$ cat config.mk
export PLATFORM = sky130hd
export DESIGN_NAME = joystick_differential_drive_mixer_flat
export DESIGN_NICKNAME = d
export VERILOG_FILES = /design/src/jddm_pkg.sv /design/src/jddm_in_if.sv /design/src/jddm_out_if.sv /design/src/joystick_differential_drive_mixer.sv /design/src/flat_wrapper.sv
export SDC_FILE = /design/constraint.sdc
export NUM_CORES = 2
export LEC_CHECK = 0
export BUFFER_PORTS_ARGS = -buffer_cell sky130_fd_sc_hd__buf_4
export CORE_ASPECT_RATIO = 0.7
export CORE_UTILIZATION = 28
export DETAILED_ROUTE_END_ITERATION = 6
export PLACE_DENSITY = 0.47
export SLEW_MARGIN = 20
export SYNTH_ARGS = -nofsm -noshare
export SYNTH_HDL_FRONTEND = slang
export SYNTH_SLANG_ARGS = --single-unit
$ cat constraint.sdc
create_clock -name clk_i -period 10.5 [get_ports clk_i]
set_input_delay 1.575 -clock clk_i [delete_from_list [all_inputs] [get_ports clk_i]]
set_output_delay 1.575 -clock clk_i [all_outputs]
set_load 0.005 [all_outputs]
$ cat src/jddm_pkg.sv
`timescale 1ns / 1ps
// ----------------------------------------------------------------------------
// jddm_pkg
// Shared types and constants of the joystick differential drive mixer.
// ----------------------------------------------------------------------------
package jddm_pkg;

  // Stick axis calibration: rest position, dead zone and full-scale reading
  localparam int unsigned AXIS_CENTRE = 1830;
  localparam int unsigned DEAD_ZONE   = 60;
  localparam int unsigned AXIS_TOP    = 4080;
  localparam int unsigned POS_SPAN    = AXIS_TOP - AXIS_CENTRE;

  localparam int unsigned SPEED_W     = 9;
  localparam int unsigned LIMIT_W     = 8;

  localparam logic [LIMIT_W-1:0] LIMIT_RESET = 8'd100;

  typedef logic signed [SPEED_W-1:0] speed_t;
  typedef logic        [LIMIT_W-1:0] speed_limit_t;

endpackage

$ cat src/jddm_in_if.sv
`timescale 1ns / 1ps
// ----------------------------------------------------------------------------
// jddm_in_if
// Joystick sample channel: two axis readings and the push button.
// ----------------------------------------------------------------------------
interface jddm_in_if #(
  parameter int unsigned ADC_BITS = 12
);
  logic                valid;
  logic                ready;
  logic [ADC_BITS-1:0] forward_adc;
  logic [ADC_BITS-1:0] turn_adc;
  logic                button_down;

  modport source (output valid, output forward_adc, output turn_adc, output button_down,
                  input ready);
  modport sink   (input valid, input forward_adc, input turn_adc, input button_down,
                  output ready);
endinterface

$ cat src/jddm_out_if.sv
`timescale 1ns / 1ps
// ----------------------------------------------------------------------------
// jddm_out_if
// Motor command channel: left and right speeds plus the button event.
// ----------------------------------------------------------------------------
interface jddm_out_if;
  logic             valid;
  logic             ready;
  jddm_pkg::speed_t left_speed;
  jddm_pkg::speed_t right_speed;
  logic             button_event;
  logic             button_state;

  modport source (output valid, output left_speed, output right_speed,
                  output button_event, output button_state, input ready);
  modport sink   (input valid, input left_speed, input right_speed,
                  input button_event, input button_state, output ready);
endinterface

$ cat src/joystick_differential_drive_mixer.sv
`timescale 1ns / 1ps
// ----------------------------------------------------------------------------
// joystick_differential_drive_mixer
// Flow: an accepted request passes the input, product, quotient and output registers in turn.
// Throughput: one request per cycle; each stage moves on when the next is free.
// Stages: input reg, product max*|offset|, reciprocal multiply, mix and clamp.
// Reset: pipeline empty, speed limit = 100, button taken as released.
// ----------------------------------------------------------------------------
module joystick_differential_drive_mixer #(
  parameter int unsigned ADC_BITS = 12
) (
  input  logic                    clk_i,
  input  logic                    rst_ni,
  input  logic                    cfg_we_i,
  input  jddm_pkg::speed_limit_t  cfg_wdata_i,
  jddm_in_if.sink                 req_i,
  jddm_out_if.source              rsp_o
);
  import jddm_pkg::*;

  // Widths follow from the reading width
  localparam int unsigned OFF_W = ADC_BITS + 2;          // signed offset
  localparam int unsigned MAG_W = ADC_BITS + 1;          // offset magnitude
  localparam int unsigned P_W   = MAG_W + LIMIT_W;       // max * magnitude
  localparam int unsigned SHIFT = P_W + 12;              // reciprocal scale
  localparam int unsigned R_W   = SHIFT - 10;            // reciprocal width
  localparam int unsigned Q_W   = P_W - 10;              // quotient width
  localparam int unsigned M_W   = Q_W + 3;               // mix width, signed

  // Rounded-up reciprocals: error below 2^(P_W-SHIFT) keeps the quotient exact
  localparam logic [63:0] RECIP_POS_FULL =
    ((64'd1 << SHIFT) + 64'(POS_SPAN) - 64'd1) / 64'(POS_SPAN);
  localparam logic [63:0] RECIP_NEG_FULL =
    ((64'd1 << SHIFT) + 64'(AXIS_CENTRE) - 64'd1) / 64'(AXIS_CENTRE);
  localparam logic [R_W-1:0] RECIP_POS = RECIP_POS_FULL[R_W-1:0];
  localparam logic [R_W-1:0] RECIP_NEG = RECIP_NEG_FULL[R_W-1:0];

  localparam logic signed [OFF_W-1:0] CENTRE_OFF = OFF_W'(AXIS_CENTRE);
  localparam logic        [MAG_W-1:0] DEAD_MAG   = MAG_W'(DEAD_ZONE);

  // ---------------- configuration and button history -------------------
  speed_limit_t speed_limit_q;
  logic         button_last_q;

  logic s0_en, s1_en, s2_en, out_en;
  logic req_fire;
  logic ev_d;

  assign req_fire = req_i.valid && req_i.ready;
  assign ev_d     = req_i.button_down || (req_i.button_down != button_last_q);

  always_ff @(posedge clk_i or negedge rst_ni) begin
    if (!rst_ni) begin
      speed_limit_q <= LIMIT_RESET;
      button_last_q <= 1'b0;
    end else begin
      if (cfg_we_i) begin
        speed_limit_q <= cfg_wdata_i;
      end
      if (req_fire) begin
        button_last_q <= req_i.button_down;
      end
    end
  end

  // ---------------- stage enables ---------------------------------------
  logic s0_valid_q, s1_valid_q, s2_valid_q, out_valid_q;

  assign out_en      = !out_valid_q || rsp_o.ready;
  assign s2_en       = !s2_valid_q  || out_en;
  assign s1_en       = !s1_valid_q  || s2_en;
  assign s0_en       = !s0_valid_q  || s1_en;
  assign req_i.ready = s0_en;

  always_ff @(posedge clk_i or negedge rst_ni) begin
    if (!rst_ni) begin
      s0_valid_q  <= 1'b0;
      s1_valid_q  <= 1'b0;
      s2_valid_q  <= 1'b0;
      out_valid_q <= 1'b0;
    end else begin
      if (s0_en)  s0_valid_q  <= req_i.valid;
      if (s1_en)  s1_valid_q  <= s0_valid_q;
      if (s2_en)  s2_valid_q  <= s1_valid_q;
      if (out_en) out_valid_q <= s2_valid_q;
    end
  end

  // ---------------- stage 0: input register -----------------------------
  logic [ADC_BITS-1:0] s0_fwd_q, s0_turn_q;
  logic                s0_event_q, s0_down_q;

  always_ff @(posedge clk_i) begin
    if (s0_en) begin
      s0_fwd_q   <= req_i.forward_adc;
      s0_turn_q  <= req_i.turn_adc;
      s0_event_q <= ev_d;
      s0_down_q  <= req_i.button_down;
    end
  end

  // ---------------- stage 1: offset, dead zone, max * magnitude ---------
  logic signed [OFF_W-1:0] off_x, off_y;
  logic        [OFF_W-1:0] abs_x, abs_y;
  logic        [MAG_W-1:0] mag_x, mag_y;
  logic        [P_W-1:0]   prod_x_d, prod_y_d;

  always_comb begin
    off_x = $signed({2'b00, s0_fwd_q})  - CENTRE_OFF;
    off_y = $signed({2'b00, s0_turn_q}) - CENTRE_OFF;
    abs_x = off_x[OFF_W-1] ? OFF_W'(-off_x) : OFF_W'(off_x);
    abs_y = off_y[OFF_W-1] ? OFF_W'(-off_y) : OFF_W'(off_y);
    mag_x = abs_x[MAG_W-1:0];
    mag_y = abs_y[MAG_W-1:0];
    if (mag_x < DEAD_MAG) mag_x = '0;
    if (mag_y < DEAD_MAG) mag_y = '0;
    prod_x_d = P_W'(speed_limit_q) * P_W'(mag_x);
    prod_y_d = P_W'(speed_limit_q) * P_W'(mag_y);
  end

  logic [P_W-1:0] s1_prod_x_q, s1_prod_y_q;
  logic           s1_neg_x_q, s1_neg_y_q, s1_event_q, s1_down_q;

  always_ff @(posedge clk_i) begin
    if (s1_en) begin
      s1_prod_x_q <= prod_x_d;
      s1_prod_y_q <= prod_y_d;
      s1_neg_x_q  <= off_x[OFF_W-1];
      s1_neg_y_q  <= off_y[OFF_W-1];
      s1_event_q  <= s0_event_q;
      s1_down_q   <= s0_down_q;
    end
  end

  // ---------------- stage 2: divide by span via reciprocal --------------
  logic [P_W+R_W-1:0] wide_x, wide_y;
  logic [Q_W-1:0]     quot_x_d, quot_y_d;

  always_comb begin
    wide_x   = (P_W+R_W)'(s1_prod_x_q) * (P_W+R_W)'(s1_neg_x_q ? RECIP_NEG : RECIP_POS);
    wide_y   = (P_W+R_W)'(s1_prod_y_q) * (P_W+R_W)'(s1_neg_y_q ? RECIP_NEG : RECIP_POS);
    quot_x_d = wide_x[SHIFT +: Q_W];
    quot_y_d = wide_y[SHIFT +: Q_W];
  end

  logic [Q_W-1:0] s2_quot_x_q, s2_quot_y_q;
  logic           s2_neg_x_q, s2_neg_y_q, s2_event_q, s2_down_q;

  always_ff @(posedge clk_i) begin
    if (s2_en) begin
      s2_quot_x_q <= quot_x_d;
      s2_quot_y_q <= quot_y_d;
      s2_neg_x_q  <= s1_neg_x_q;
      s2_neg_y_q  <= s1_neg_y_q;
      s2_event_q  <= s1_event_q;
      s2_down_q   <= s1_down_q;
    end
  end

  // ---------------- stage 3: arcade mix and clamp -----------------------
  logic signed [M_W-1:0] ax, y, f, g, lim;
  logic signed [M_W-1:0] left_m, right_m;

  always_comb begin
    ax  = $signed(M_W'(s2_quot_x_q));
    y   = s2_neg_y_q ? -$signed(M_W'(s2_quot_y_q)) : $signed(M_W'(s2_quot_y_q));
    lim = $signed(M_W'(speed_limit_q));
    f   = ax + y;
    g   = ax - y;
    // mirror only for a nonzero reverse speed
    if (s2_neg_x_q && (s2_quot_x_q != '0)) begin
      f = -f;
      g = -g;
    end
    left_m  = (f > lim) ? lim : ((f < -lim) ? -lim : f);
    right_m = (g > lim) ? lim : ((g < -lim) ? -lim : g);
  end

  speed_t out_left_q, out_right_q;
  logic   out_event_q, out_state_q;

  always_ff @(posedge clk_i) begin
    if (out_en) begin
      out_left_q  <= left_m[SPEED_W-1:0];
      out_right_q <= right_m[SPEED_W-1:0];
      out_event_q <= s2_event_q;
      out_state_q <= s2_down_q;   // pressed always flags an event
    end
  end

  assign rsp_o.valid        = out_valid_q;
  assign rsp_o.left_speed   = out_left_q;
  assign rsp_o.right_speed  = out_right_q;
  assign rsp_o.button_event = out_event_q;
  assign rsp_o.button_state = out_state_q;

  // ---------------- assertions ------------------------------------------
  a_left_in_range: assert property (@(posedge clk_i) disable iff (!rst_ni)
    out_valid_q |-> (out_left_q <= $signed({1'b0, speed_limit_q}))
                 && (out_left_q >= -$signed({1'b0, speed_limit_q})))
    else $error("left speed outside +-speed limit");

  a_right_in_range: assert property (@(posedge clk_i) disable iff (!rst_ni)
    out_valid_q |-> (out_right_q <= $signed({1'b0, speed_limit_q}))
                 && (out_right_q >= -$signed({1'b0, speed_limit_q})))
    else $error("right speed outside +-speed limit");

  a_state_has_event: assert property (@(posedge clk_i) disable iff (!rst_ni)
    (out_valid_q && out_state_q) |-> out_event_q)
    else $error("button state reported without event");

  a_full_stall: assert property (@(posedge clk_i) disable iff (!rst_ni)
    (s0_valid_q && s1_valid_q && s2_valid_q && out_valid_q && !rsp_o.ready)
      |-> !req_i.ready)
    else $error("request taken while pipeline is full and stalled");

  a_request_lands: assert property (@(posedge clk_i) disable iff (!rst_ni)
    req_fire |=> s0_valid_q)
    else $error("accepted request lost at input stage");

endmodule

$ cat src/flat_wrapper.sv
// flat-port wrapper written by rule: the top's interface ports become plain ports
module joystick_differential_drive_mixer_flat import jddm_pkg::*;
#(
  parameter int unsigned ADC_BITS = 12
)
  (clk_i, rst_ni, cfg_we_i, cfg_wdata_i, req_i_valid, req_i_forward_adc, req_i_turn_adc, req_i_button_down, req_i_ready, rsp_o_valid, rsp_o_left_speed, rsp_o_right_speed, rsp_o_button_event, rsp_o_button_state, rsp_o_ready);
  jddm_in_if #(.ADC_BITS(ADC_BITS)) req_i_i ();
  jddm_out_if rsp_o_i ();
  input  logic clk_i;
  input  logic rst_ni;
  input  logic cfg_we_i;
  input  jddm_pkg::speed_limit_t cfg_wdata_i;
  input wire logic [$bits(req_i_i.valid)-1:0] req_i_valid;
  input wire logic [$bits(req_i_i.forward_adc)-1:0] req_i_forward_adc;
  input wire logic [$bits(req_i_i.turn_adc)-1:0] req_i_turn_adc;
  input wire logic [$bits(req_i_i.button_down)-1:0] req_i_button_down;
  output wire logic [$bits(req_i_i.ready)-1:0] req_i_ready;
  output wire logic [$bits(rsp_o_i.valid)-1:0] rsp_o_valid;
  output wire logic [$bits(rsp_o_i.left_speed)-1:0] rsp_o_left_speed;
  output wire logic [$bits(rsp_o_i.right_speed)-1:0] rsp_o_right_speed;
  output wire logic [$bits(rsp_o_i.button_event)-1:0] rsp_o_button_event;
  output wire logic [$bits(rsp_o_i.button_state)-1:0] rsp_o_button_state;
  input wire logic [$bits(rsp_o_i.ready)-1:0] rsp_o_ready;
  assign req_i_i.valid = req_i_valid;
  assign req_i_i.forward_adc = req_i_forward_adc;
  assign req_i_i.turn_adc = req_i_turn_adc;
  assign req_i_i.button_down = req_i_button_down;
  assign req_i_ready = req_i_i.ready;
  assign rsp_o_valid = rsp_o_i.valid;
  assign rsp_o_left_speed = rsp_o_i.left_speed;
  assign rsp_o_right_speed = rsp_o_i.right_speed;
  assign rsp_o_button_event = rsp_o_i.button_event;
  assign rsp_o_button_state = rsp_o_i.button_state;
  assign rsp_o_i.ready = rsp_o_ready;
  joystick_differential_drive_mixer #(.ADC_BITS(ADC_BITS)) u_core (.clk_i(clk_i), .rst_ni(rst_ni), .cfg_we_i(cfg_we_i), .cfg_wdata_i(cfg_wdata_i), .req_i(req_i_i), .rsp_o(rsp_o_i));
endmodule
; ---- Word level (Yosys, flattened, before mapping)
; Index checks and enable logic that the tools add are counted.
[op_classes]
add_sub_neg = 10
reduce_logical = 12
eq_ne = 1
n_lt_le_gt_ge = 6
muxes = 13
n_mul = 4
[ops]
columns = operator, n
row1 = 21-bit by 44-bit multiplier with 44-bit output, 2
row2 = 13-bit two-way mux, 4
row3 = 23-bit two-way mux, 2
row4 = 8-bit by 13-bit multiplier with 21-bit output, 2
row5 = 14-bit two-way mux, 3
row6 = 14-bit by 9-bit > comparator with 1-bit output, 2
row7 = 14-bit < comparator, 2
row8 = 14-bit negator, 2
row9 = "13-bit by 6-bit < comparator with 1-bit output, second input constant", 2
row10 = 13-bit negator, 2
row11 = "12-bit by 11-bit subtractor with 13-bit output, second input constant", 2
row12 = 9-bit two-way mux, 2
row13 = 8-bit two-way mux, 2
row14 = 12-bit by 14-bit adder with 14-bit output, 1
row15 = 11-bit negator with 14-bit output, 1
row16 = 8-bit negator with 14-bit output, 1
row17 = 12-bit by 14-bit subtractor with 14-bit output, 1
row18 = 11-bit nonzero test, 1
row19 = 1-bit logical OR, 5
row20 = 1-bit zero test, 4
row21 = 1-bit logical AND, 2
row22 = 1-bit != test, 1
[totals]
wordCells = 74
regBits = 131
in_bits = 38
output_inout_bits = 22

; ---- Logic depth before layout (Yosys ltp)
[logic_depth]
depth_word = 8
ltp_mapped = 33
ltp_nobuf = 31

; ---- Worst setup path after synthesis
; Ideal clock, no wire load.
[synth_timing]
path_type = reg2reg
start = register u_core.s0_turn_q[1]
end = register u_core.s1_prod_y_q[20], data pin
setup_slack_ns = 2.887
path_buffers = 1
arrival_time_ns = 7.349
setup_ns = 0.264
stages_incl_launch_ff = 29
path_cell_list = edfxtp_1 -> ha_1 -> or3_1 -> a21oi_1 -> nor2_1 -> o21ai_0 -> o31ai_1 -> a22o_1 -> a31oi_1 -> mux2_2 -> nor4_2 -> buf_2 -> nor3_1 -> fa_1 -> inv_1 -> fa_1 -> inv_1 -> fa_1 -> inv_1 -> fa_1 -> inv_1 -> ha_1 -> a21boi_0 -> o41ai_1 -> o21ai_0 -> o41ai_1 -> o211ai_1 -> o31ai_1 -> xnor2_1
[synth_via]
elab_chain_len = 6
[synth_rtl]
columns = item, line_no
row1 = start: declaration, joystick_differential_drive_mixer.sv:90  ; logic [ADC_BITS-1:0] s0_fwd_q, s0_turn_q;
row2 = start signal: assignment, joystick_differential_drive_mixer.sv:96  ; s0_turn_q <= req_i.turn_adc;
row3 = 12-bit by 11-bit subtractor with 13-bit output (*), joystick_differential_drive_mixer.sv:110  ; off_y = $signed({2'b00, s0_turn_q}) - CENTRE_OFF;
row4 = 13-bit negator, joystick_differential_drive_mixer.sv:112  ; abs_y = off_y[OFF_W-1] ? OFF_W'(-off_y) : OFF_W'(off_y);
row5 = 13-bit two-way mux (*), joystick_differential_drive_mixer.sv:112
row6 = 13-bit by 6-bit < comparator with 1-bit output, joystick_differential_drive_mixer.sv:116  ; if (mag_y < DEAD_MAG) mag_y = '0;
row7 = 13-bit two-way mux (*), joystick_differential_drive_mixer.sv:116
row8 = 8-bit by 13-bit multiplier with 21-bit output (*), joystick_differential_drive_mixer.sv:118  ; prod_y_d = P_W'(speed_limit_q) * P_W'(mag_y);
row9 = net u_core.prod_y_d[20], joystick_differential_drive_mixer.sv:106  ; logic [P_W-1:0] prod_x_d, prod_y_d;
row10 = end signal: assignment, joystick_differential_drive_mixer.sv:127  ; s1_prod_y_q <= prod_y_d;
row11 = end: declaration, joystick_differential_drive_mixer.sv:121  ; logic [P_W-1:0] s1_prod_x_q, s1_prod_y_q;
; The timed path passes the listed nets; every way through them passes the cells marked *.
; A chain may end at the register's enable or synchronous reset.

; ---- Worst setup path after layout
[layout_timing]
start = register u_core.s1_neg_x_q
end = register u_core.s2_quot_x_q[10], data pin
[layout_via]
elab_chain_len = 2
[layout_rtl]
columns = item, line_no
row1 = start: declaration, joystick_differential_drive_mixer.sv:122  ; logic s1_neg_x_q, s1_neg_y_q, s1_event_q, s1_down_q;
row2 = start signal: assignment, joystick_differential_drive_mixer.sv:128  ; s1_neg_x_q <= off_x[OFF_W-1];
row3 = 23-bit two-way mux, joystick_differential_drive_mixer.sv:140  ; wide_x = (P_W+R_W)'(s1_prod_x_q) * (P_W+R_W)'(s1_neg_x_q ? RECIP_NEG : RECIP_POS);
row4 = 21-bit by 44-bit multiplier with 44-bit output, joystick_differential_drive_mixer.sv:140
row5 = net u_core.wide_x[43], joystick_differential_drive_mixer.sv:136  ; logic [P_W+R_W-1:0] wide_x, wide_y;
row6 = end signal: assignment, joystick_differential_drive_mixer.sv:151  ; s2_quot_x_q <= quot_x_d;
row7 = end: declaration, joystick_differential_drive_mixer.sv:146  ; logic [Q_W-1:0] s2_quot_x_q, s2_quot_y_q;
; The timed path passes the listed nets, and every way through them passes these cells.

==> flow_summary_export.csv <==
group,metric,value,unit
status,outcome,"finished, final reports clean",
sta,fin_crit,9.02,ns
min_path,hold_depth,0,
global_routing,grt_use_total,0.156,
cts,htreeDepth,4,
logic_synthesis,yosysUniqueCellTypes,93,
logic_synthesis,synth_edf_count,118,
logic_synthesis,synth_ff_type,"edfxtp_1",
sta,setup_violations,0,
cts,clkSinkCount,131,
logic_synthesis,async_flop_share,0.0992,
layout,area_delta_synth_final,9.37,%
setup_path,reg2regPathDepth,27,
detailed_routing,firstDrtPassIters,5,
setup_path,cp.arrival,9.26,ns
setup_path,critPathKind,"reg -> reg",
layout,layout.nets,4992,
logic_synthesis,synthCells,3595,
placed_design,dp_cells,5359,
logic_synthesis,ys_seq_area_frac,0.108,
floorplan,die_h,302,µm
job,drv_cap,0,
cts,ctsResizeCount,0,
sta,rsz0062_at_grt,"false",
detailed_routing,wirelength,97500,µm
min_path,min_to,"u_core.s1_event_q",
placed_design,gp_congestion,0.900,
logic_synthesis,yosys_warnings,0,
floorplan,io_pins,60,
detailed_routing,drt_iter0_drc,1495,
global_routing,grt_max_degree,46,
setup_path,reg2reg_setup_slack,1.48,ns
sta,clock_skew,0.0215,ns
cts,root_buffer,"clkbuf_16",
cts,cts_hold_buffers,0,
setup_path,reg2reg_from,"u_core.s1_neg_x_q",
sta,max-slew-margin-rel,0.248,
detailed_routing,wire_per_inst,18.1,µm
floorplan,rows,109,
detailed_routing,vias,23701,
detailed_routing,drtAntennaViolNets,0,
sta,period_share,0.859,
logic_synthesis,syn_area_per_cell,9.99,µm²
setup_path,rr_endpoint,"u_core.s2_quot_x_q[10]",
setup_path,path_max_fanout,33,
setup_path,end_kind,"register",
floorplan,die_x,430,µm
layout,final_cells,5391,
detailed_routing,routed_via_density,4.40,
layout,antennaDiodeCount,0,
sta,finalSetupTns,0,ns
floorplan,core_region_area,127000,µm²
global_routing,first_global_vias,24474,
placed_design,port-buffer-count,59,
sta,finalMaxSlewViolations,0,
cts,clk_latency,0.51,ns
min_path,worstHoldStart,"u_core.s0_event_q",
cts,cts_tree,"done",
layout,fillers,13119,
global_routing,grt_first_pass_wirelength,151000,µm
sta,hold_viol,0,
detailed_routing,drc_errors,0,
min_path,min_path_type,"reg -> reg",
logic_synthesis,syn-cell-area,35900,µm²
global_routing,grt.overflow.total,0,
floorplan,die-area,130000,µm²
cts,path_clk_slew,0.08,ns
setup_path,required,10.74,ns
floorplan,start_util,0.284,
global_routing,antenna_found_initial,1,
cts,cts_setup_buffers,0,
cts,cts_buffers,17,
sta,timing.fmax,0.111,GHz
setup_path,start_kind,"register",
sta,tightest_slew,1.13,ns
layout,drive_gt1_frac,0.0470,
logic_synthesis,ys_ff_latch,131,
cts,clock_path_buffers,2,
placed_design,dp_hpwl,86400,µm
==> final cells by class <==
cell class	count	area (µm²)	area share
Timing Repair Buffer	87	653	0.0166
Multi-Input combinational cell	2520	28500	0.726
Clock buffer	17	425	0.0108
Sequential cell	131	3870	0.0986
Tap cell	1665	2080	0.0530
Clock inverter	15	161	0.00411
Inverter	956	3590	0.0913
==> cell usage in the layout, fill, tap and decap left out, drive strengths merged, types with 79 or more instances in the layout <==
cell,count
nor2,131
fa,712
a21oi,85
edfxtp,118
nand2,165
inv,963
ha,529
buf,87
xnor2,87
and2,87
conb,96
nor3,79
==> state kept, by name, indices dropped and copies added (netlist names), 8 cells and up <==
register,cells
u_core.rsp_o.left_speed,9
u_core.s2_quot_y_q,11
u_core.rsp_o.right_speed,9
u_core.s0_fwd_q,12
u_core.s1_prod_y_q,21
u_core.speed_limit_q,8
u_core.s0_turn_q,12
u_core.s2_quot_x_q,11
u_core.s1_prod_x_q,21
==> routing by layer <==
metal  vias up  track usage  share of wire  routed length (µm)
met4         0       0.0307          0.015                1480
met2       506        0.196           0.36               35100
li1      11355            -              -                   -
met1     11791        0.260           0.57               55200
met5         -            0              0                   0
met3        49       0.0342          0.058                5690
==> synth_stat cells (22+ instances only) <==
master,instances,share of area
inv_1,951,0.099
fa_1,712,0.40
ha_1,529,0.18
nand2_1,165,0.017
nor2_1,130,0.014
edfxtp_1,118,0.099
and2_1,86,0.015
xnor2_1,86,0.021
a21oi_1,85,0.012
nor3_1,78,0.011
clkbuf_1,67,0.0070
o21ai_0,62,0.0086
nand2b_1,60,0.010
xor2_1,51,0.012
nor2b_1,37,0.0064
a21o_1,29,0.0061
nand3_1,26,0.0036
o21a_1,24,0.0050
mux2i_1,22,0.0061
==> cell families (layout without fill, tap and decap cells) <==
group           after synthesis  after routing  synth area share
buf+inv                    1038           1075             0.109
compound gates              332            332            0.0621
flops                       131            131             0.108
fa+ha+maj                  1241           1241             0.581
xor+xnor                    138            138            0.0339
simple gates                684            684            0.0975
mux                          29             29           0.00839
other cells                   2             96          0.000209
==> stage by stage <==
step | hold WS, ns | util | area [µm²] | setup slack, ns
finish | 0.411 | 0.310 | 39300 | 1.48
global placement | 0.408 | 0.305 | 38700 | 0.918
floorplan | 0.400 | - | 36300 | 2.89
detailed placement | 0.405 | 0.305 | 38700 | 1.52
CTS | 0.417 | 0.310 | 39300 | 1.47
global route | 0.443 | 0.310 | 39300 | 0.810
==> worst max path at each step <==
stage / cells after the start / to / start / slack, ns
4_1_cts: 27 / u_core.s1_prod_y_q[20] / u_core.s0_turn_q[3] / 1.47
5_1_grt: 28 / u_core.s1_prod_y_q[20] / u_core.s0_turn_q[3] / 0.81
3_3_place_gp: 27 / u_core.s2_quot_x_q[10] / u_core.s1_neg_x_q / 0.92
6_report: 27 / u_core.s2_quot_x_q[10] / u_core.s1_neg_x_q / 1.48
3_5_place_dp: 28 / u_core.s1_prod_y_q[20] / u_core.s0_turn_q[3] / 1.52
2_1_floorplan: 28 / u_core.s1_prod_y_q[20] / u_core.s0_turn_q[1] / 2.89
==> critical path, cell delays in order, from the launching register on <==
cell,delay (ns)
edfxtp_1,1.09
nand2_1,0.41
inv_1,0.26
fa_1,0.43
inv_1,0.17
fa_1,0.48
inv_1,0.11
fa_1,0.41
inv_1,0.09
fa_1,0.42
inv_1,0.07
ha_1,0.21
inv_1,0.07
fa_1,0.41
inv_1,0.08
fa_1,0.41
ha_1,0.30
a21oi_1,0.15
o22ai_1,0.09
or4_1,0.45
a2111oi_2,0.75
o311ai_1,0.26
a221o_1,0.51
o311ai_2,0.33
o22ai_1,0.22
a311o_1,0.33
a21oi_1,0.18
xor2_1,0.08
Power is not shown: default switching activity piles up to over one toggle a cycle in this logic, so the estimate is an artifact.
